<file path="config.mk">
export PLATFORM = sky130hd
export DESIGN_NAME = lbp_col_cell
export DESIGN_NICKNAME = d
export VERILOG_FILES = /design/src/hdl/lbp_pkg.sv /design/src/hdl/lbp_col_cell.sv
export SDC_FILE = /design/constraint.sdc
export NUM_CORES = 1
export LEC_CHECK = 0
export ABC_AREA = 0
export BUFFER_PORTS_ARGS = -buffer_cell sky130_fd_sc_hd__buf_2
export CAP_MARGIN = 25
export CORE_AREA = 10 10 51 92
export CTS_CLUSTER_SIZE = 28
export DETAILED_ROUTE_END_ITERATION = 10
export DIE_AREA = 0 0 61 102
export PLACE_DENSITY_LB_ADDON = 0.15
export SETUP_SLACK_MARGIN = 0.3
export SLEW_MARGIN = 20
export SYNTH_ARGS = -nofsm -noshare
export SYNTH_HDL_FRONTEND = slang
export SYNTH_SLANG_ARGS = --single-unit
</file>
<file path="constraint.sdc">
create_clock -name clk -period 0.8 [get_ports clk]
set_input_delay 0.12 -clock clk [delete_from_list [all_inputs] [get_ports clk]]
set_output_delay 0.12 -clock clk [all_outputs]
set_load 0.05 [all_outputs]
</file>
<file path="src/hdl/lbp_pkg.sv">
// Shared types, constants and the pattern function of the 3x3 LBP block.
// Used by every module of the block; depends on nothing.
package lbp_pkg;

  localparam int PIX_BITS      = 8;
  localparam int MAX_WIDTH_DEF = 1024;
  localparam int MAX_HEIGHT    = 4096;
  localparam int WIDTH_RESET   = 640;
  localparam int HEIGHT_RESET  = 480;
  localparam int FW_BITS       = 11;
  localparam int FH_BITS       = 13;
  localparam int CFG_BITS      = 13;
  localparam int ROW_BITS      = 12;
  localparam int OUTQ_DEPTH    = 8;

  typedef logic [PIX_BITS-1:0] pix_t;

  typedef enum logic {
    OP_PIXEL = 1'b0,
    OP_DRAIN = 1'b1
  } op_t;

  typedef enum logic [0:0] {
    REG_FRAME_WIDTH  = 1'b0,
    REG_FRAME_HEIGHT = 1'b1
  } reg_index_t;

  typedef struct packed {
    op_t  operation;
    pix_t pixel_value;
  } in_beat_t;

  typedef struct packed {
    logic [7:0] lbp_code;
    logic       last_in_run;
    logic       frame_done;
  } out_beat_t;

  // One window column, top row to bottom row.
  typedef struct packed {
    pix_t top;
    pix_t mid;
    pix_t bot;
  } column_t;

  typedef struct packed {
    logic restart;
    logic shift;
    logic dbl;
  } cell_ctrl_t;

  // Pattern of a window given as left, centre and right columns.
  function automatic logic [7:0] lbp_code(column_t l, column_t c, column_t r);
    logic [7:0] v;
    v[7] = (l.top >= c.mid);
    v[6] = (c.top >= c.mid);
    v[5] = (r.top >= c.mid);
    v[4] = (r.mid >= c.mid);
    v[3] = (r.bot >= c.mid);
    v[2] = (c.bot >= c.mid);
    v[1] = (l.bot >= c.mid);
    v[0] = (l.mid >= c.mid);
    return v;
  endfunction

endpackage

</file>
<file path="src/hdl/lbp_col_cell.sv">
// One column cell of the 3x3 window chain.
// Takes its right neighbor's column, or the one two places over. Depends on lbp_pkg.
module lbp_col_cell (
  input  logic                clk,
  input  logic                rst,
  input  lbp_pkg::cell_ctrl_t ctrl,
  input  lbp_pkg::column_t    near,
  input  lbp_pkg::column_t    far,
  output lbp_pkg::column_t    col
);

  always_ff @(posedge clk) begin
    if (rst || ctrl.restart) begin
      col <= '0;
    end else if (ctrl.shift) begin
      // A double step happens at the end of a row, where a blank column follows.
      col <= ctrl.dbl ? far : near;
    end
  end

endmodule

</file>
### Yosys cells after proc, flatten, opt, wreduce, memory -nomap -nowiden

Cells that the tools add are included.

* add/sub/neg operators: 0
* multiply operators: 0
* div/mod/pow operators: 0
* magnitude comparators: 0
* equal/unequal tests: 0
* shift-type cells: 0
* multiplexer cells: 1
* bitwise operators: 0
* reductions and logical operators: 1

Operators with widths (count)
* two-way mux 24 bit: 1
* logical OR 1 bit: 1

* flip-flop bits (word level): 24
* bits in latches: 0
* RAM bits: 0
* memory bits (read-only): 0
* output and inout port bits: 24
* memories: 0

### Longest topological paths before layout

Gate-level depths: netlist of the first run.

* depth after elaboration: 1
* gate-level depth with buffers: 4

### Least setup slack after synthesis of the first run

No wires, ideal clock.

* path type: reg-to-reg
* start: register, netlist name col[7]
* end: register col[7] in the netlist's numbering
* arrival: 0.889 ns
* data required time: 0.714 ns
* path slack: -0.175 ns
* stages on the path, launching flop included: 3
* buffers on the path: 0
* cells stage by stage: dfxtp_1 > nor2_1 > a211oi_1

RTL lines
* to (signal assigned): RTL line lbp_col_cell.sv:17 `col <= ctrl.dbl ? far : near;`
* to (decl): RTL line lbp_col_cell.sv:9 `output lbp_pkg::column_t col`

### Final worst setup path of the first run

* start: register col[3] in the netlist's numbering
* end: output port col[3] in the netlist's numbering

No word-level cell between the ends.

==> results.txt, run 1 <==
leakage: 0.9619 nW
Synth area leader: dfxtp_1
cell area after layout: 2171 µm²
ANT nets after route: 0
CTS Hold Bufs: 0
Clock Tree Buf Depth: 2
setup ws final: -94.86 ps
WL final: 3758 µm
FF+latch count, synth: 24
post-synth net total: 161
Core Rows: 29
fill count: 258
Critical path origin: col[3]
hold_ws: 212.4 ps
P per Cell Area: 1350 nW/µm²
adder-cell share of the synthesized area: 0
layout overhead on the synthesized area: 92.35%
Critical Path End Type: primary output
Post-Syn Area: 1129 µm²
main combinational cell family by area after synthesis: multiplexers
post-synthesis compound-gate area fraction: 0.1774
top-area cell type share of the netlist area: 0.4257
Clk Latency, worst-skew pair: 260 ps
Avg WL per Cell: 16.85 µm
final hold violation count: 0
simple-gate share of the synthesized area: 0.08537
Reg2Reg Depth: 4
dpl hpwl: 2727 µm
critical path, cell by cell: buf_8
r2r setup slk: 10 ps
data arrival time of the worst path: 770 ps
final setup fails: 24
DRC: 0
Peak VDD IR: 1264 µV
# Max-Cap Violations: 0
vias in the first global route: 1,202
Worst-Margin Slew: 206.0 ps
count of different cell masters after synthesis: 11
largest cells by area after synthesis: dfxtp_1, mux2i_1, a211oi_1
initial core utilization: 0.3534
clock-pin slew on the worst setup and hold paths: 90 ps
Critical Path Fanout Max: 2
pin count of the biggest net entering global routing: 30
drt first pass iters: 4
status: complete, but fails checks
start of the worst register-to-register path: col[6]
proportion of synthesized area in mux cells: 0.2129
vias: 1,088
CP Class: reg2out
Starting DRT DRC Count: 8
num ports: 77
initial antenna violation count: 0
Die Height: 102 µm
port bufs: 76
Post-synth EDFFs: 0
TNS Setup: -1952 ps
critical path depth: 1
failing checks: setup timing
CP delay by family, top: flip-flops
chip width: 61 µm
H-Tree Depth: 1
Layout Nets: 246
end point of the critical path: col[3]
total power after layout: 2.931 mW
RSZ-0062 raised after global routing: yes
WP buf/inv: 1
Tcrit/Tclk final: 1.119
Post-Synth XOR/XNOR Area: 0
ratio of cells with drive above 1 in the final layout: 0.7969
post-layout util: 0.6799
Top Registers: col (24)
ys async rst share: 0
Yosys warning total: 0
Slowest-stage cell, CP: dfxtp_4
antenna fix cells: 0
Largest register FFs: 24
Critical Path Max Stage Delay: 370 ps
synth cell count leaders: dfxtp_1, mux2i_1, nor2_1
Critical Path RT: 680 ps
vias per std cell: 4.879
core box area: 3193 µm²
Top reg by flops: col
GRT overflow: 0
placed cell area: 1647 µm²
Global Route Usage Sum: 0.1141
CTS sink cnt: 24
Avg Cell Area, Syn: 10.45 µm²
Die Area: 6222 µm²
Final GP Congestion: 0.6595
Hold WC Path Type: in2reg
Critical R2R Capture: col[6]
clk_skew: 0 ps
Max Freq: 1117 MHz
Syn Inst Count: 108
CTS tree: done
CP startpoint kind: register
Final Critical Period: 894.9 ps
Root Buffer: clkbuf_8
Slew Limit Headroom: 0.8587
sequential area share after synthesis: 0.4257
first-pass GRT wire length: 5699 µm
CTS buffer count: 3
Most used DFF post-synth: dfxtp_1
Slew Viols, Final: 0
[layout by cell type (no fill, tap or decap), types with 2 or more instances in the layout]
| master | Yosys | layout |
|---|---|---|
| dfxtp_2 | 0 | 10 |
| buf_2 | 4 | 50 |
| buf_12 | 2 | 4 |
| dfxtp_4 | 0 | 14 |
| buf_4 | 0 | 2 |
| clkbuf_8 | 1 | 3 |
| buf_6 | 3 | 7 |
| a211oi_2 | 4 | 24 |
| nor2_2 | 0 | 6 |
| buf_8 | 0 | 27 |
| nor2_1 | 24 | 14 |
| nor2_4 | 0 | 4 |
| mux2i_1 | 24 | 24 |
[per-stage QoR]
step / setup WS [ps] / instances
after floorplan: -27.77 / 108
after global placement: -109.4 / 210
after detailed placement: -189.0 / 210
after CTS: -93.43 / 218
after global routing: -119.0 / 223
final: -94.86 / 223
[final cells by class]
class                           instances  area (µm²)  area share
Timing Repair Buffer                   91       857.1      0.3948
Multi-Input combinational cell         73       684.4      0.3153
Sequential cell                        24       545.5      0.2513
Clock buffer                            3       41.29     0.01902
Tap cell                               31       38.79     0.01787
Clock inverter                          1       3.754    0.001729
[what timing repair did]
item / CTS / global route
resized for setup: 97 / 15
pin swaps: 19 / 11
gates cloned: 2 / 0
buffers inserted: 2 / 5
endpoints found under the setup margin: 48 / 48
[report_power, final]
| group | leakage, nW | switching (mW) | internal [mW] |
|---|---|---|---|
| registers | 0.211 | 0.0511 | 1.23 |
| clock network | 0.0231 | 0.371 | 0.342 |
| logic | 0.728 | 0.477 | 0.461 |
[worst min path at each step]
stage,from,end,cells after the start,slack [ps]
final,near[21],col[21],3,210
after global routing,near[6],col[6],3,210
after CTS,near[6],col[6],3,190
after detailed placement,near[4],col[4],3,460
after global placement,near[20],col[20],3,450
after floorplan,near[20],col[20],2,340
[kinds of logic (layout without fill, tap and decap cells)]
kind of cell,count (synthesis),in the layout
AND/OR/NAND/NOR,25,25
AO/OA/AOI/OAI,24,24
multiplexers,24,24
flip-flops,24,24
buffers and inverters,11,95
[routing by layer]
metal / track usage / wire length [µm] / vias up
met5: 0 / 0 / -
met4: 0.02547 / 17 / 0
met3: 0.04099 / 359 / 2
met2: 0.2017 / 2056 / 45
met1: 0.1232 / 1325 / 484
li1: - / - / 557
No activity file was read; power rests on OpenSTA's default activity.
==> inputs of run 2 (changes only) <==
CORE_AREA = 10 10 62 64   (was 10 10 51 92)
DIE_AREA = 0 0 72 74   (was 0 0 61 102)
clock period = 1.1 ns   (was 0.8 ns; I/O delays follow)
==> run 2 against run 1 <==
- largest power group unchanged
- power shrank 35%
- clock power shrank 46%
- the flow now finishes without violations
- die area is 14% lower
- sequential power down 26%
- final cell count decreased by 3.6%
- critical path type unchanged
- count of clock-buffer cells in the layout up 1
- via count down 3.1%
==> results.txt, run 2 (synthesis results as in run 1) <==
GRT overflow: 0 (unchanged)
layout overhead on the synthesized area: 65.52% (was 92.35%)
first-pass GRT wire length: 5375 µm (was 5699 µm)
total power after layout: 1.904 mW (was 2.931 mW)
post-layout util: 0.7016 (was 0.6799)
Top Registers: col (24) (unchanged)
clock-pin slew on the worst setup and hold paths: 120 ps (was 90 ps)
ratio of cells with drive above 1 in the final layout: 0.6793 (was 0.7969)
antenna fix cells: 0 (unchanged)
met1 usage: 0.1338 (was 0.1232)
Hold Path End: col[7] (was col[21])
Starting DRT DRC Count: 38 (was 8)
Critical Path RT: 940 ps (was 680 ps)
hold_ws: 175.0 ps (was 212.4 ps)
Die Area: 5328 µm² (was 6222 µm²)
placed cell area: 1577 µm² (was 1647 µm²)
Top reg by flops: col (unchanged)
Tcrit/Tclk final: 0.8979
Most Crowded Layer GR: met2 (unchanged)
Critical Path End Type: primary output (unchanged)
num ports: 77 (unchanged)
WHS Path Cells: 3 (unchanged)
core box area: 2663 µm² (was 3193 µm²)
TNS Setup: 0 ps (was -1952 ps)
most frequent cells in the layout: buf_2, mux2i_1, buf_8, nor2_1, dfxtp_2 (was buf_2, buf_8, mux2i_1, a211oi_2)
chip width: 72 µm (was 61 µm)
vias: 1,054 (was 1,088)
Max Freq: 1012 MHz
Critical R2R Capture: col[12] (was col[6])
start of the worst register-to-register path: col[12] (was col[6])
cell area after layout: 1868 µm² (was 2171 µm²)
Core Rows: 19 (was 29)
Critical Path Max Stage Delay: 370 ps (about the same)
CTS buffer count: 3 (unchanged)
r2r setup slk: 360 ps (was 10 ps)
final setup fails: 0 (was 24)
Root Buffer: clkbuf_4 (was clkbuf_8)
vias per std cell: 4.902 (was 4.879)
CP delay by family, top: flip-flops (unchanged)
data arrival time of the worst path: 820 ps (was 770 ps)
Slew Viols, Final: 0 (unchanged)
Hold WC Path Type: in2reg (unchanged)
CTS tree: done (unchanged)
grt met2 use: 0.2059 (was 0.2017)
Slew Limit Headroom: 0.8728 (was 0.8587)
critical path, cell by cell: buf_8 (unchanged)
WP buf/inv: 1 (unchanged)
leakage: 0.8642 nW (was 0.9619 nW)
dpl cells: 208 (was 210)
RSZ-0062 raised after global routing: yes (unchanged)
# Max-Cap Violations: 0 (unchanged)
Largest register FFs: 24 (unchanged)
CP Class: reg2out (unchanged)
P per Cell Area: 1019 nW/µm² (was 1350 nW/µm²)
port bufs: 76 (unchanged)
DRC: 0 (unchanged)
Worst Hold Launch: near[7] (was near[21])
pin count of the biggest net entering global routing: 49 (was 30)
Critical Path Fanout Max: 2 (unchanged)
setup ws final: 112.3 ps (was -94.86 ps)
Peak VDD IR: 798.7 µV (was 1264 µV)
CTS sink cnt: 24 (unchanged)
initial antenna violation count: 0 (unchanged)
Die Height: 74 µm (was 102 µm)
Reg2Reg Depth: 3 (was 4)
Clk Latency, worst-skew pair: 300 ps (was 260 ps)
Layout Nets: 238 (was 246)
Slowest-stage cell, CP: dfxtp_2 (was dfxtp_4)
Final GP Congestion: 0.6247 (was 0.6595)
H-Tree Depth: 1 (unchanged)
dpl ws: 99.77 ps (was -189.0 ps)
Global Route Usage Sum: 0.1218 (was 0.1141)
final hold violation count: 0 (unchanged)
met3 usage: 0.05585 (was 0.04099)
CTS Hold Bufs: 0 (unchanged)
CP startpoint kind: register (unchanged)
drt first pass iters: 4 (unchanged)
status: complete, no violations (was complete, but fails checks)
Final Critical Period: 987.7 ps
Worst-Margin Slew: 185.5 ps (was 206.0 ps)
Clock Tree Buf Depth: 2 (unchanged)
dpl hpwl: 2517 µm (was 2727 µm)
clk_skew: 0 ps (unchanged)
most common cell after layout, fill and taps aside: buf_2 (unchanged)
post-route insts no fill: 215 (was 223)
Critical path origin: col[22] (was col[3])
Avg WL per Cell: 15.23 µm (was 16.85 µm)
ANT nets after route: 0 (unchanged)
WL final: 3274 µm (was 3758 µm)
initial core utilization: 0.4239 (was 0.3534)
vias in the first global route: 1,163 (was 1,202)
-- run 2: cell types whose count changed in the layout (fill, tap and decap cells not counted), moves of 2 or more --
cell      previous run  this run
a211oi_1             0        10
a211oi_2            24        14
buf_12               4         2
buf_2               50        52
buf_4                2         5
buf_6                7         0
buf_8               27        24
clkbuf_4             0         3
clkbuf_8             3         0
dfxtp_2             10        22
dfxtp_4             14         2
nor2_1              14        23
nor2_2               6         1
nor2_4               4         0
-- run 2: final cells by class --
| cell class | instances | area (µm²) |
|---|---|---|
| repair buffers | 83 | 698.2 |
| clock buffers | 4 | 26.28 |
| multi-input cells | 73 | 589.3 |
| fillers | 208 | 794.5 |
| well taps | 31 | 38.79 |
| flip-flops and latches | 24 | 515.5 |
-- run 2: how the worst max path moves through the flow --
stage / endpoint / slack [ps] / cells after the start
after CTS: col[18] / 100 / 1
after global routing: col[22] / 60 / 1
after detailed placement: col[20] / 100 / 4
final: col[22] / 110 / 1
after floorplan: col[10] / 230 / 4
after global placement: col[20] / 120 / 4
-- run 2: what timing repair did --
item,in CTS,in global routing
cloned,0,0
gates resized for setup,71,2
buffers inserted,3,0
setup endpoints to repair,24,27
pin swaps,0,3
-- run 2: report_power, final --
part | switching [mW] | leakage (nW) | total (mW) | internal [mW]
logic | 0.303 | 0.642 | 0.571 | 0.268
clock network | 0.244 | 0.0150 | 0.385 | 0.141
registers | 0.0352 | 0.207 | 0.948 | 0.913
-- run 2: routing by layer --
metal,vias up,part of all wire,wire [µm]
li1,545,-,-
met1,465,0.41,1356
met2,42,0.48,1579
met3,2,0.099,323
met4,0,0.0043,14
met5,-,0,0
