File: config.mk
export PLATFORM = sky130hd
export DESIGN_NAME = lbp_out_fifo
export DESIGN_NICKNAME = d
export VERILOG_FILES = /design/src/hdl/lbp_pkg.sv /design/src/hdl/lbp_out_fifo.sv
export SDC_FILE = /design/constraint.sdc
export NUM_CORES = 1
export LEC_CHECK = 0
export ABC_CLOCK_PERIOD_IN_PS = 2700
export CAP_MARGIN = 20
export CORE_AREA = 2 2 136 98
export CTS_BUF_LIST = sky130_fd_sc_hd__clkbuf_16
export DETAILED_ROUTE_END_ITERATION = 10
export DIE_AREA = 0 0 138 100
export DONT_BUFFER_PORTS = 1
export PLACE_DENSITY = 0.62
export SLEW_MARGIN = 30
export SYNTH_ARGS = -nofsm -noshare
export SYNTH_HDL_FRONTEND = slang
export SYNTH_SLANG_ARGS = --single-unit
File: constraint.sdc
create_clock -name clk -period 2.7 [get_ports clk]
set_input_delay 0.27 -clock clk [delete_from_list [all_inputs] [get_ports clk]]
set_output_delay 0.27 -clock clk [all_outputs]
set_load 0.02 [all_outputs]
File: src/hdl/lbp_pkg.sv
// Shared types, constants and the pattern function of the 3x3 LBP block.
// Used by every module of the block; depends on nothing.
package lbp_pkg;

  localparam int PIX_BITS      = 8;
  localparam int MAX_WIDTH_DEF = 1024;
  localparam int MAX_HEIGHT    = 4096;
  localparam int WIDTH_RESET   = 640;
  localparam int HEIGHT_RESET  = 480;
  localparam int FW_BITS       = 11;
  localparam int FH_BITS       = 13;
  localparam int CFG_BITS      = 13;
  localparam int ROW_BITS      = 12;
  localparam int OUTQ_DEPTH    = 8;

  typedef logic [PIX_BITS-1:0] pix_t;

  typedef enum logic {
    OP_PIXEL = 1'b0,
    OP_DRAIN = 1'b1
  } op_t;

  typedef enum logic [0:0] {
    REG_FRAME_WIDTH  = 1'b0,
    REG_FRAME_HEIGHT = 1'b1
  } reg_index_t;

  typedef struct packed {
    op_t  operation;
    pix_t pixel_value;
  } in_beat_t;

  typedef struct packed {
    logic [7:0] lbp_code;
    logic       last_in_run;
    logic       frame_done;
  } out_beat_t;

  // One window column, top row to bottom row.
  typedef struct packed {
    pix_t top;
    pix_t mid;
    pix_t bot;
  } column_t;

  typedef struct packed {
    logic restart;
    logic shift;
    logic dbl;
  } cell_ctrl_t;

  // Pattern of a window given as left, centre and right columns.
  function automatic logic [7:0] lbp_code(column_t l, column_t c, column_t r);
    logic [7:0] v;
    v[7] = (l.top >= c.mid);
    v[6] = (c.top >= c.mid);
    v[5] = (r.top >= c.mid);
    v[4] = (r.mid >= c.mid);
    v[3] = (r.bot >= c.mid);
    v[2] = (c.bot >= c.mid);
    v[1] = (l.bot >= c.mid);
    v[0] = (l.mid >= c.mid);
    return v;
  endfunction

endpackage

File: src/hdl/lbp_out_fifo.sv
// Small result queue that takes up to two beats per cycle and gives one while out_stall is low.
// Depends on lbp_pkg.
module lbp_out_fifo #(
  parameter int DEPTH = lbp_pkg::OUTQ_DEPTH,
  parameter int CW    = $clog2(lbp_pkg::OUTQ_DEPTH + 1)
) (
  input  logic                clk,
  input  logic                rst,
  input  logic                push0,
  input  lbp_pkg::out_beat_t  data0,
  input  logic                push1,
  input  lbp_pkg::out_beat_t  data1,
  output logic                out_valid,
  input  logic                out_stall,
  output lbp_pkg::out_beat_t  out_data,
  output logic [CW-1:0]       count
);

  localparam int PW = $clog2(DEPTH);

  lbp_pkg::out_beat_t mem [DEPTH];
  logic [PW-1:0]      head;
  logic [PW-1:0]      tail;
  logic               pop;
  logic [CW-1:0]      count_next;

  assign out_valid = (count != '0);
  assign out_data  = mem[head];
  assign pop       = out_valid && !out_stall;

  always_comb begin
    count_next = count + CW'(push0) + CW'(push1) - CW'(pop);
  end

  always_ff @(posedge clk) begin
    if (push0) begin
      mem[tail] <= data0;
    end
    if (push1) begin
      mem[tail + PW'(1)] <= data1;
    end
  end

  always_ff @(posedge clk) begin
    if (rst) begin
      head  <= '0;
      tail  <= '0;
      count <= '0;
    end else begin
      if (pop) begin
        head <= head + PW'(1);
      end
      tail  <= tail + PW'(push0) + PW'(push1);
      count <= count_next;
    end
  end

endmodule

# After elaboration in Yosys (flattened, before gate mapping)
# Memories as Yosys holds them, arrays and structs flattened. A register that Yosys moved wholly into a read port is not among the register bits.
# Cells that the tools add are included.
# totals
n_memories,1
out_inout_bits,15
ramBits,80
register_bits,10
# classes
n_mux,6
n_addsub,7
reduce_logical,3
# mem_list
name,words,word_bits,rd,rd_ports_with_merged_regs,wr,line_no,source
mem,8,10,1,1,2,lbp_out_fifo.sv:21,lbp_pkg::out_beat_t mem [DEPTH];
# op_table
operator,n
$add 4x1->4,2
$add 3x1->3,2
$add 3x1->3 const B,2
$mux 3,2
$mux 1,4
$reduce_bool 4->1,1
$sub 4x1->4,1
$logic_and 1x1->1,1
$logic_not 1->1,1

# Logic depth before layout (Yosys ltp)
# Gate-level depths: netlist of run 1.
# depth
depth_word,4
ltp_mapped,9

# Least setup slack after synthesis of run 1
# Ideal clock, no wire load.
# synth_timing
path_kind,flip-flop to flip-flop
startpoint,register count[2]
endpoint,register count[2]
required_ns,2.572
slack_ns,0.336
synth_period_minus_slack_ns,2.364
setup_time_ns,0.128
t_arrival_ns,2.236
stages_incl_launch_ff,10
path_cell_list,dfxtp_1 inv_1 ha_1 nor3b_1 nor2_1 xnor2_1 fa_1 fa_1 xnor2_1 nor2_1
# synth_between
elab_chain_cells,3
word_cells_on_any_way,5
classes_between,add/sub: 3; reduce/logical: 2
# synth_rtl
element,line_no,source
"start, declared",lbp_out_fifo.sv:16,output logic [CW-1:0] count
"start signal, assigned",lbp_out_fifo.sv:54,count <= count_next;
$add 4x1->4 / $reduce_bool 4->1 (equally long branches),"lbp_out_fifo.sv:32, lbp_out_fifo.sv:27",
$add 4x1->4 / $logic_and 1x1->1 (equally long branches),"lbp_out_fifo.sv:32, lbp_out_fifo.sv:29",
$sub 4x1->4 *,lbp_out_fifo.sv:32,count_next = count + CW'(push0) + CW'(push1) - CW'(pop);
# Every way passes the cells marked *; elsewhere a longest branch is shown, timed or not.
# A chain may end at the register's enable or synchronous reset.

==> key figures, run 1 <==
Synthesis
  – Mapped Nets: 324
  – Mean Syn Cell Area: 16.9 um2
  – Cell Area, Synth: slightly below 5000 um2
  – Syn Inst Count: 290
  – Seq/Total Area, Yosys: ~54%
  – Post-synth EDFFs: 80
  – Yosys warns: 0
  – Async SR Flop Fraction: 0%
  – Yosys reg bits: 93
  – Ys flop type: edfxtp_1
  – Distinct cell type count of the synthesized netlist: 35

Clocking
  – CTS Buffer Depth: 2
  – Post-CTS Setup Bufs: 0
  – CTS Sinks: 93
  – Clock latency on the worst-skew pair: approximately 0.34 ns
  – CTS tree: built
  – H-tree level count: 3
  – Total CTS buffers: 9
  – CTS root buf: clkbuf_16
  – Clock Pin Slew Worst Setup and Hold Paths: 0.06 ns

Routing
  – DR vias/cell: between 5 and 6
  – Overall routed net length: 10.4 mm
  – Vias: 2566
  – DRC viols: 0
  – Initial detailed-routing violation count: 224
  – First-pass DRT Iterations: 4
  – DRT antenna net count: 0
  – Drt wl/cell: 21.4 um

Floorplanning
  – Die area: 13800 um2
  – Die X: approximately 140 um
  – Site Rows: 35
  – Initial Util: 38.6%
  – Die Y: 100 um
  – I/O pin total: 40
  – Core area: 12700 um2

Setup path
  – Critical path data required time: about 2.8 ns
  – Worst setup path class: flip-flop to flip-flop
  – CP Buf/Inv Count: 1
  – Crit path from: tail[0]$_SDFF_PP0_
  – CP Capture Type: flip-flop
  – Top Family by Delay on Critical Path: flip-flops
  – Worst Path Arrival: 2.51 ns
  – Critical path launch point type: flip-flop
  – CP Max Fanout: 11
  – Worst path cell trace: ha_1, xor2_2, nand2_2, o21ai_0, buf_4
  – Worst path max stage delay: 0.60 ns
  – FF-to-FF Start: tail[0]$_SDFF_PP0_
  – Max stage delay cell, worst path: dfxtp_1

Timing
  – Final setup TNS: 0 ns
  – # setup viols final: 0
  – Final Critical Period: 2.46 ns
  – RSZ-0062 raised after global routing: no
  – Final Hold Viols: 0
  – Fin crit share: 91.3%
  – Hold Slack: 0.140 ns
  – Worst slew pin tran: 0.657 ns
  – Pins Over Slew Limit: 0
  – Slew HR: 56.1%
  – Post-route setup slack: 0.236 ns
  – Layout Skew: between 0.002 and 0.0025 ns
  – F_max: 406 MHz

Final layout
  – Layout cells sized above 1: 50.6%
  – P&R area growth vs syn: 12.2%
  – Number of diodes: 0
  – Area of all sequential standard cells: 2660 um2
  – Finished Layout Cells: around 490
  – Final net count: 349
  – Fillers: 1116
  – Area occupied by multi-input gates: between 2000 and 2500 um2

Global route
  – Grt total ovfl: 0
  – Vias in the first global route: 2658
  – Largest net degree at the start of global routing: 21
  – Initial antenna violation count: 0
  – First-pass GRT wire length: between 15 and 20 mm
  – Total GRT Usage: 15.9%

Place
  – Placed cells: 469
  – GPL Wtd Cong: ~0.76
  – Place WS: around 0.0019 ns
  – I/O Buffers: 0
  – DPL Wire Length: 7.15 mm

Power
  – VDD IR max: 0.300 mV
  – Leakage power: 1.91 nW
  – P per Cell Area: 738 nW/um2

Flow run
  – Total of max-cap violations: 0

Min path
  – Hold Crit Class: input port to flip-flop
  – Hold_sp: data1[7]

Status
  – Status: finished clean
[report_power, final]
group / total (mW) / leakage, nW / internal, mW / switching [mW]
logic: 1.05 / 0.938 / 0.517 / 0.534
clock network: 1.12 / 0.133 / 0.610 / 0.510
registers: 1.88 / 0.841 / 1.76 / 0.122
total: 4.05 / 1.91 / 2.89 / 1.17
[registers in the layout, indices dropped and copies added, names as in the netlist, named ones only]
| signal | flops |
|---|---|
| tail | 3 |
| count | 4 |
| head | 3 |
| mem | 80 |
[cell usage after synthesis, types with 4 or more instances]
| cell type | n | share of area (%) |
|---|---|---|
| buf_6 | 5 | 1.1 |
| o21ai_0 | 5 | 0.51 |
| mux4_2 | 20 | 9.2 |
| edfxtp_1 | 80 | 49 |
| nand2_1 | 5 | 0.38 |
| nor2_1 | 5 | 0.38 |
| dfxtp_1 | 13 | 5.3 |
| nand2b_1 | 4 | 0.51 |
| mux2_4 | 36 | 11 |
| a21oi_1 | 8 | 0.82 |
| inv_1 | 8 | 0.61 |
| mux2_2 | 54 | 12 |
| ha_1 | 6 | 1.5 |
[kinds of logic after synthesis]
logic type / count (synthesis) / synth area share [%]
XOR/XNOR: 5 / 1.20
AND/OR/NAND/NOR: 33 / 4.14
adder cells (fa/ha/maj): 9 / 2.76
flip-flops: 93 / 54.4
multiplexers: 110 / 32.7
AO/OA/AOI/OAI: 20 / 2.43
buffers and inverters: 20 / 2.43
[area by class of cell]
type	instances	share of cell area (%)
Sequential cell	93	48.5
Clock buffer	9	4.10
Timing Repair Buffer	26	3.60
Inverter	8	0.546
Multi-Input combinational cell	177	38.8
Tap cell	166	3.78
Clock inverter	7	0.683
[worst paths after layout]
| path | end | slack (ns) | depth (start not counted) |
|---|---|---|---|
| max | mem[5][9]$_DFFE_PP_ | 0.24 | 5 |
| min | mem[3][7]$_DFFE_PP_ | 0.14 | 1 |
| max reg2reg | mem[5][9]$_DFFE_PP_ | 0.24 | 5 |
| min reg2reg | flip-flop | 0.55 | 2 |
[stage by stage]
step	cell area [um2]	utilization, %	total power, mW
final	5500	43.3	4.05
after global routing	5500	43.3	4.24
after CTS	5500	43.3	4.10
after detailed placement	5220	41.1	2.97
after global placement	5220	41.1	2.95
after floorplan	4900	-	2.72
[per-layer routing]
layer	global-route usage [%]	up-vias	wire length [um]
met1	20.5	1314	4710
met3	4.53	12	537
li1	-	1188	-
met2	26.2	52	5000
met4	5.42	0	146
met5	0	-	0
[what timing repair did]
action / in CTS / in global routing
hold endpoints to repair: 12 / 0
hold buffers: 1 / 0
setup endpoints to repair: 1 / 0
resized for setup: 1 / 0
[cell usage in the layout (no fill, tap or decap), types with 2 or more instances in the layout]
master	count
a21oi_1	8
buf_4	25
clkbuf_16	9
clkinvlp_4	3
dfxtp_1	13
edfxtp_1	80
fa_1	3
ha_1	6
inv_1	12
mux2_2	54
mux2_4	36
mux4_2	20
nand2_1	5
nand2_2	2
nand2b_1	4
nand3_1	2
nor2_1	5
nor2_2	2
nor2_4	2
nor2b_1	3
nor3_2	2
o21ai_0	5
o21bai_1	2
o22ai_1	2
o32ai_2	2
or3_1	2
xnor2_1	3
Power figures use the tool's default switching activity.
==> run 2: changes to the inputs <==
CORE_AREA = 2 2 128 93   (was 2 2 136 98)
DIE_AREA = 0 0 130 95   (was 0 0 138 100)
PLACE_DENSITY = 0.67   (was 0.62)
==> run 2 against run 1 <==
  * Non-clock buffer count is 2 lower
  * Fmax is 0.28% lower
  * Sequential cell count stayed put
  * First-iteration DRC count is 42% lower
  * Critical path depth stayed put
  * Clock-buffer cell count stayed put
  * Combinational power hardly changed
  * Clock power is 7% higher
  * Hold slack worse by 0.0060 ns
  * Die area is 11% lower
  * Largest cell class unchanged
  * Highest routed layer unchanged
==> key figures, run 2 (synthesis results as in run 1) <==
Status
  – Status: finished clean (unchanged)

Place
  – I/O Buffers: 0 (unchanged)
  – DPL Wire Length: 6.95 mm (was 7.15 mm)
  – GPL Wtd Cong: 0.802 (was 0.757)

Final layout
  – Biggest register: mem (unchanged)
  – Commonest non-fill, non-tap cell in the layout: edfxtp_1 (unchanged)
  – P&R area growth vs syn: 12.1% (was 12.2%)
  – Final net count: 347 (was 349)
  – Max reg flops: 80 (unchanged)
  – Most frequent cells in the layout: edfxtp_1, mux2_2, mux2_4 (unchanged)
  – Post-route core utilization: 48.7% (was 43.3%)
  – Top flop regs: mem x80, count x4 (unchanged)
  – Layout cells sized above 1: 49.7% (was 50.6%)
  – Number of diodes: 0 (unchanged)

Setup path
  – Worst setup path endpoint: mem[5][0]$_DFFE_PP_ (was mem[5][9]$_DFFE_PP_)
  – CP Buf/Inv Count: 1 (unchanged)
  – Worst reg-to-reg setup slack: 0.23 ns (was 0.24 ns)
  – Max stage delay cell, worst path: dfxtp_1 (unchanged)
  – CP Capture Type: flip-flop (unchanged)
  – Worst Path Arrival: 2.51 ns (about the same)
  – Worst setup path class: flip-flop to flip-flop (unchanged)
  – FF-to-FF Start: tail[0]$_SDFF_PP0_ (unchanged)
  – Critical path data required time: 2.74 ns (was 2.75 ns)
  – Crit path from: tail[0]$_SDFF_PP0_ (unchanged)
  – Critical path launch point type: flip-flop (unchanged)
  – Worst path max stage delay: 0.60 ns (about the same)
  – Worst path cell trace: ha_1, xor2_2, nand2_2, o21ai_0, buf_4 (unchanged)
  – WP depth: 5 (unchanged)
  – CP Max Fanout: 11 (unchanged)
  – Reg2reg end: mem[5][0]$_DFFE_PP_ (was mem[5][9]$_DFFE_PP_)
  – R2R cell count: 5 (unchanged)
  – Top Family by Delay on Critical Path: flip-flops (unchanged)

Clocking
  – CTS Buffer Depth: 2 (unchanged)
  – CTS tree: built (unchanged)
  – H-tree level count: 3 (unchanged)
  – CTS root buf: clkbuf_16 (unchanged)
  – Clock latency on the worst-skew pair: 0.34 ns (about the same)
  – CTS Sinks: 93 (unchanged)
  – Total CTS buffers: 9 (unchanged)
  – Clock Pin Slew Worst Setup and Hold Paths: 0.06 ns (about the same)

Power
  – Gate power share: 25.3% (was 25.9%)
  – P_sw: 1.16 mW (was 1.17 mW)
  – Clock share of power: 29.1% (was 27.6%)
  – Sequential share of power: 45.5% (was 46.4%)
  – Sw Ratio: 28.1% (was 28.8%)
  – Internal power component: 2.97 mW (was 2.89 mW)
  – P per Cell Area: 752 nW/um2 (was 738 nW/um2)
  – Leakage power: 1.92 nW (was 1.91 nW)
  – VDD IR max: 0.346 mV (was 0.300 mV)

Floorplanning
  – Core area: 11300 um2 (was 12700 um2)
  – Initial Util: 43.4% (was 38.6%)
  – Site Rows: 33 (was 35)
  – I/O pin total: 40 (unchanged)
  – Die Y: 95 um (was 100 um)
  – Die area: 12400 um2 (was 13800 um2)
  – Die X: 130 um (was 138 um)

Timing
  – Slew HR: 58.7% (was 56.1%)
  – RSZ-0062 raised after global routing: no (unchanged)
  – Pins Over Slew Limit: 0 (unchanged)
  – Layout Skew: 0.00629 ns (was 0.00242 ns)
  – Worst slew pin tran: 0.619 ns (was 0.657 ns)
  – Final Critical Period: 2.47 ns (was 2.46 ns)
  – F_max: 405 MHz (was 406 MHz)
  – Fin crit share: 91.5% (was 91.3%)
  – # setup viols final: 0 (unchanged)
  – Final setup TNS: 0 ns (unchanged)
  – Final Hold Viols: 0 (unchanged)

Global route
  – Grt total ovfl: 0 (unchanged)
  – Total GRT Usage: 18.0% (was 15.9%)
  – First-pass GRT wire length: 15.9 mm (was 16.2 mm)
  – Initial antenna violation count: 0 (unchanged)
  – Vias in the first global route: 2784 (was 2658)
  – Largest net degree at the start of global routing: 21 (unchanged)

Routing
  – DRC viols: 0 (unchanged)
  – Vias: 2588 (was 2566)
  – DRT antenna net count: 0 (unchanged)
  – First-pass DRT Iterations: 4 (unchanged)
  – DR vias/cell: 5.45 (was 5.28)
  – Initial detailed-routing violation count: 131 (was 224)
  – Overall routed net length: 10.3 mm (was 10.4 mm)
  – Drt wl/cell: 21.8 um (was 21.4 um)

Min path
  – Hold Crit Class: input port to flip-flop (unchanged)

Flow run
  – Total of max-cap violations: 0 (unchanged)
[run 2: cell count changes in the layout (fill, tap and decap cells not counted)]
cell           before  now
buf_4              25   22
clkinvlp_4          3    0
bufinv_16           0    1
clkinv_1            0    1
clkinv_2            0    1
dlygate4sd3_1       1    2
[run 2: metal layers]
layer | wire length (um) | global-route usage [%]
met2 | 5160 | 30.8
met3 | 558 | 4.42
met1 | 4520 | 23.1
met5 | 0 | 0
met4 | 95 | 4.57
[run 2: worst register-to-register path, cell delays in order (launching register included)]
cell     delay [ns]
dfxtp_1        0.60
ha_1           0.34
xor2_2         0.39
nand2_2        0.39
o21ai_0        0.24
buf_4          0.22
[run 2: worst min path at each step]
stage	startpoint	end	cells after the start
2_1_floorplan	rst	count[0]$_SDFF_PP0_	1
3_3_place_gp	rst	tail[0]$_SDFF_PP0_	1
3_5_place_dp	rst	tail[0]$_SDFF_PP0_	1
4_1_cts	out_stall	head[1]$_SDFFE_PP0P_	2
5_1_grt	data1[2]	mem[3][2]$_DFFE_PP_	1
6_report	out_stall	head[1]$_SDFFE_PP0P_	2
[run 2: area by class of cell]
| type | count | area, um2 |
|---|---|---|
| flip-flops and latches | 93 | 2660 |
| fillers | 972 | 5780 |
| inverters | 8 | 30.0 |
| well taps | 157 | 196 |
| clock inverters | 7 | 53.8 |
| multi-input cells | 177 | 2130 |
| repair buffers | 24 | 185 |
| clock buffers | 9 | 225 |
[run 2: metrics by stage]
stage               hold slack, ns  setup slack, ns  power (mW)  cells  instance area [um2]
floorplan                    0.342            0.336        2.72    290                 4900
global placement             0.341            0.153        2.93    457                 5180
detailed placement           0.341           0.0587        2.96    457                 5180
CTS                          0.128           0.0369        4.16    475                 5480
global route                 0.137           0.0908        4.31    475                 5490
finish                       0.134            0.229        4.13    475                 5490
[run 2: repair_timing]
item	in CTS	in global routing
buffers inserted	0	0
endpoints found under the setup margin	0	2
hold endpoints to repair	11	0
resized for setup	0	1
hold buffers	2	0
[run 2: power groups by stage]
stage                     Sequential, mW  Combinational (mW)  Clock, mW
after floorplan                     1.86               0.856          0
after global placement              1.91                1.02          0
after detailed placement            1.91                1.04          0
after CTS                           1.88                1.05       1.23
after global routing                1.90                1.14       1.28
final                               1.88                1.05       1.20
==> run 3: changes to the inputs <==
CTS_BUF_LIST = sky130_fd_sc_hd__clkbuf_8   (was sky130_fd_sc_hd__clkbuf_16)
==> run 3 against run 2 <==
  * Sequential cell count stayed put
  * Fmax hardly changed
  * Sequential power hardly changed
  * Setup slack better by 0.00087 ns
  * Final cell count is 0.21% lower
  * Core utilization is 0.90 points lower
  * Non-clock buffer count is 1 lower
  * Die area stayed put
  * Register-to-register slack hardly changed
  * Clock power is 24% lower
  * Wire length is 0.44% lower
  * Largest power group unchanged
==> key figures, run 3 (synthesis results as in run 1) <==
Setup path
  – Worst path cell trace: ha_1, xor2_2, nand2_2, o21ai_0, buf_4 (unchanged)
  – Worst path max stage delay: 0.61 ns (was 0.60 ns)
  – Top Family by Delay on Critical Path: flip-flops (unchanged)
  – CP Buf/Inv Count: 1 (unchanged)
  – Max stage delay cell, worst path: dfxtp_1 (unchanged)
  – Critical path launch point type: flip-flop (unchanged)
  – CP Max Fanout: 11 (unchanged)
  – Worst Path Arrival: 2.54 ns (was 2.51 ns)
  – Worst setup path class: flip-flop to flip-flop (unchanged)
  – Critical path data required time: 2.77 ns (was 2.74 ns)
  – CP Capture Type: flip-flop (unchanged)

Final layout
  – Biggest register: mem (unchanged)
  – Finished Layout Cells: 474 (was 475)
  – Layout cells sized above 1: 50.2% (was 49.7%)
  – P&R area growth vs syn: 10.0% (was 12.1%)
  – Most frequent cells in the layout: edfxtp_1, mux2_2, mux2_4 (unchanged)
  – Top flop regs: mem x80, count x4 (unchanged)
  – Post-route core utilization: 47.8% (was 48.7%)
  – Number of diodes: 0 (unchanged)
  – Final net count: 346 (was 347)
  – Fillers: 990 (was 972)
  – Commonest non-fill, non-tap cell in the layout: edfxtp_1 (unchanged)
  – Max reg flops: 80 (unchanged)

Clocking
  – CTS tree: built (unchanged)
  – H-tree level count: 3 (unchanged)
  – Post-CTS Setup Bufs: 0 (unchanged)
  – CTS Buffer Depth: 2 (unchanged)
  – CTS Sinks: 93 (unchanged)
  – Clock latency on the worst-skew pair: 0.36 ns (was 0.34 ns)
  – Clock Pin Slew Worst Setup and Hold Paths: 0.08 ns (was 0.06 ns)
  – CTS root buf: clkbuf_8 (was clkbuf_16)
  – Total CTS buffers: 9 (unchanged)

Floorplanning
  – Initial Util: 43.4% (unchanged)
  – I/O pin total: 40 (unchanged)
  – Die Y: 95 um (unchanged)
  – Core area: 11300 um2 (unchanged)
  – Site Rows: 33 (unchanged)
  – Die X: 130 um (unchanged)
  – Die area: 12400 um2 (unchanged)

Power
  – P per Cell Area: 711 nW/um2 (was 752 nW/um2)
  – Leakage power: 1.87 nW (was 1.92 nW)
  – Internal power component: 2.71 mW (was 2.97 mW)
  – Power Total: 3.83 mW (was 4.13 mW)
  – Gate power share: 27.2% (was 25.3%)
  – P_sw: 1.12 mW (was 1.16 mW)
  – Sw Ratio: 29.3% (was 28.1%)
  – VDD IR max: 0.344 mV (was 0.346 mV)
  – Sequential share of power: 49.1% (was 45.5%)
  – Clock share of power: 23.7% (was 29.1%)

Routing
  – Initial detailed-routing violation count: 121 (was 131)
  – Drt wl/cell: 21.7 um (was 21.8 um)
  – Overall routed net length: 10.3 mm (about the same)
  – DRC viols: 0 (unchanged)
  – DR vias/cell: 5.37 (was 5.45)
  – Vias: 2544 (was 2588)
  – First-pass DRT Iterations: 4 (unchanged)
  – DRT antenna net count: 0 (unchanged)

Timing
  – Fin crit share: 91.5% (about the same)
  – Layout Skew: 0.00798 ns (was 0.00629 ns)
  – Pins Over Slew Limit: 0 (unchanged)
  – Final setup TNS: 0 ns (unchanged)
  – Final Hold Viols: 0 (unchanged)
  – # setup viols final: 0 (unchanged)
  – Final Critical Period: 2.47 ns (about the same)
  – F_max: 405 MHz (about the same)
  – Hold Slack: 0.105 ns (was 0.134 ns)
  – Slew HR: 58.8% (was 58.7%)
  – Worst slew pin tran: 0.617 ns (was 0.619 ns)
  – RSZ-0062 raised after global routing: no (unchanged)

Global route
  – Initial antenna violation count: 0 (unchanged)
  – Grt total ovfl: 0 (unchanged)
  – First-pass GRT wire length: 15.9 mm (about the same)
  – Total GRT Usage: 18.1% (was 18.0%)
  – Vias in the first global route: 2754 (was 2784)
  – Largest net degree at the start of global routing: 21 (unchanged)

Place
  – Placed cells: 457 (unchanged)
  – DPL Wire Length: 6.95 mm (unchanged)
  – GPL Wtd Cong: 0.802 (unchanged)
  – I/O Buffers: 0 (unchanged)

Status
  – Status: finished clean (unchanged)

Flow run
  – Total of max-cap violations: 0 (unchanged)

Min path
  – Hold Crit Class: input port to flip-flop (unchanged)
==> run 3: per-layer routing <==
metal  vias up  track usage (%)  routed length (um)
li1       1183                -                   -
met4         0             4.03                  72
met3         7             5.27                 434
met5         -                0                   0
met2        42             30.4                5090
met1      1312             23.4                4690
==> run 3: cell type report <==
cell class,instances,area (um2),share of cell area [%]
tap,157,196,3.65
timing repair buffer,23,175,3.25
inverter,8,30.0,0.557
clock inverter,6,50.0,0.929
sequential,93,2660,49.4
clock buffer,10,138,2.56
multi-input combinational,177,2130,39.6
==> run 3: final timing paths <==
| check | startpoint | cells after the start | to | slack [ns] |
|---|---|---|---|---|
| hold reg to reg | head[2]$_SDFFE_PP0P_ | 2 | head[2]$_SDFFE_PP0P_ | 0.52 |
| setup reg to reg | tail[0]$_SDFF_PP0_ | 5 | mem[5][5]$_DFFE_PP_ | 0.23 |
| setup / recovery | tail[0]$_SDFF_PP0_ | 5 | mem[5][5]$_DFFE_PP_ | 0.23 |
| hold / removal | out_stall | 2 | head[1]$_SDFFE_PP0P_ | 0.11 |
==> run 3: metrics by stage <==
step	worst slack [ns]	instance area, um2
floorplan	0.336	4900
global placement	0.153	5180
detailed placement	0.0587	5180
CTS	0.0119	5380
global route	0.0942	5390
finish	0.230	5390
==> run 3: repair_timing <==
| item | CTS | global route |
|---|---|---|
| hold buffers | 1 | 0 |
| endpoints found under the hold margin | 12 | 0 |
| setup endpoints to repair | 0 | 2 |
| resized for setup | 0 | 1 |
==> run 3: worst reg2reg max path, stage by stage, from the launching register on <==
cell,delay [ns]
dfxtp_1,0.61
ha_1,0.34
xor2_2,0.39
nand2_2,0.38
o21ai_0,0.24
buf_4,0.22
==> run 3: power groups by stage <==
stage | sequential, mW | combinational [mW] | clock, mW
2_1_floorplan | 1.86 | 0.856 | 0
3_3_place_gp | 1.91 | 1.02 | 0
3_5_place_dp | 1.91 | 1.04 | 0
4_1_cts | 1.88 | 1.05 | 0.936
5_1_grt | 1.90 | 1.14 | 0.987
6_report | 1.88 | 1.04 | 0.906
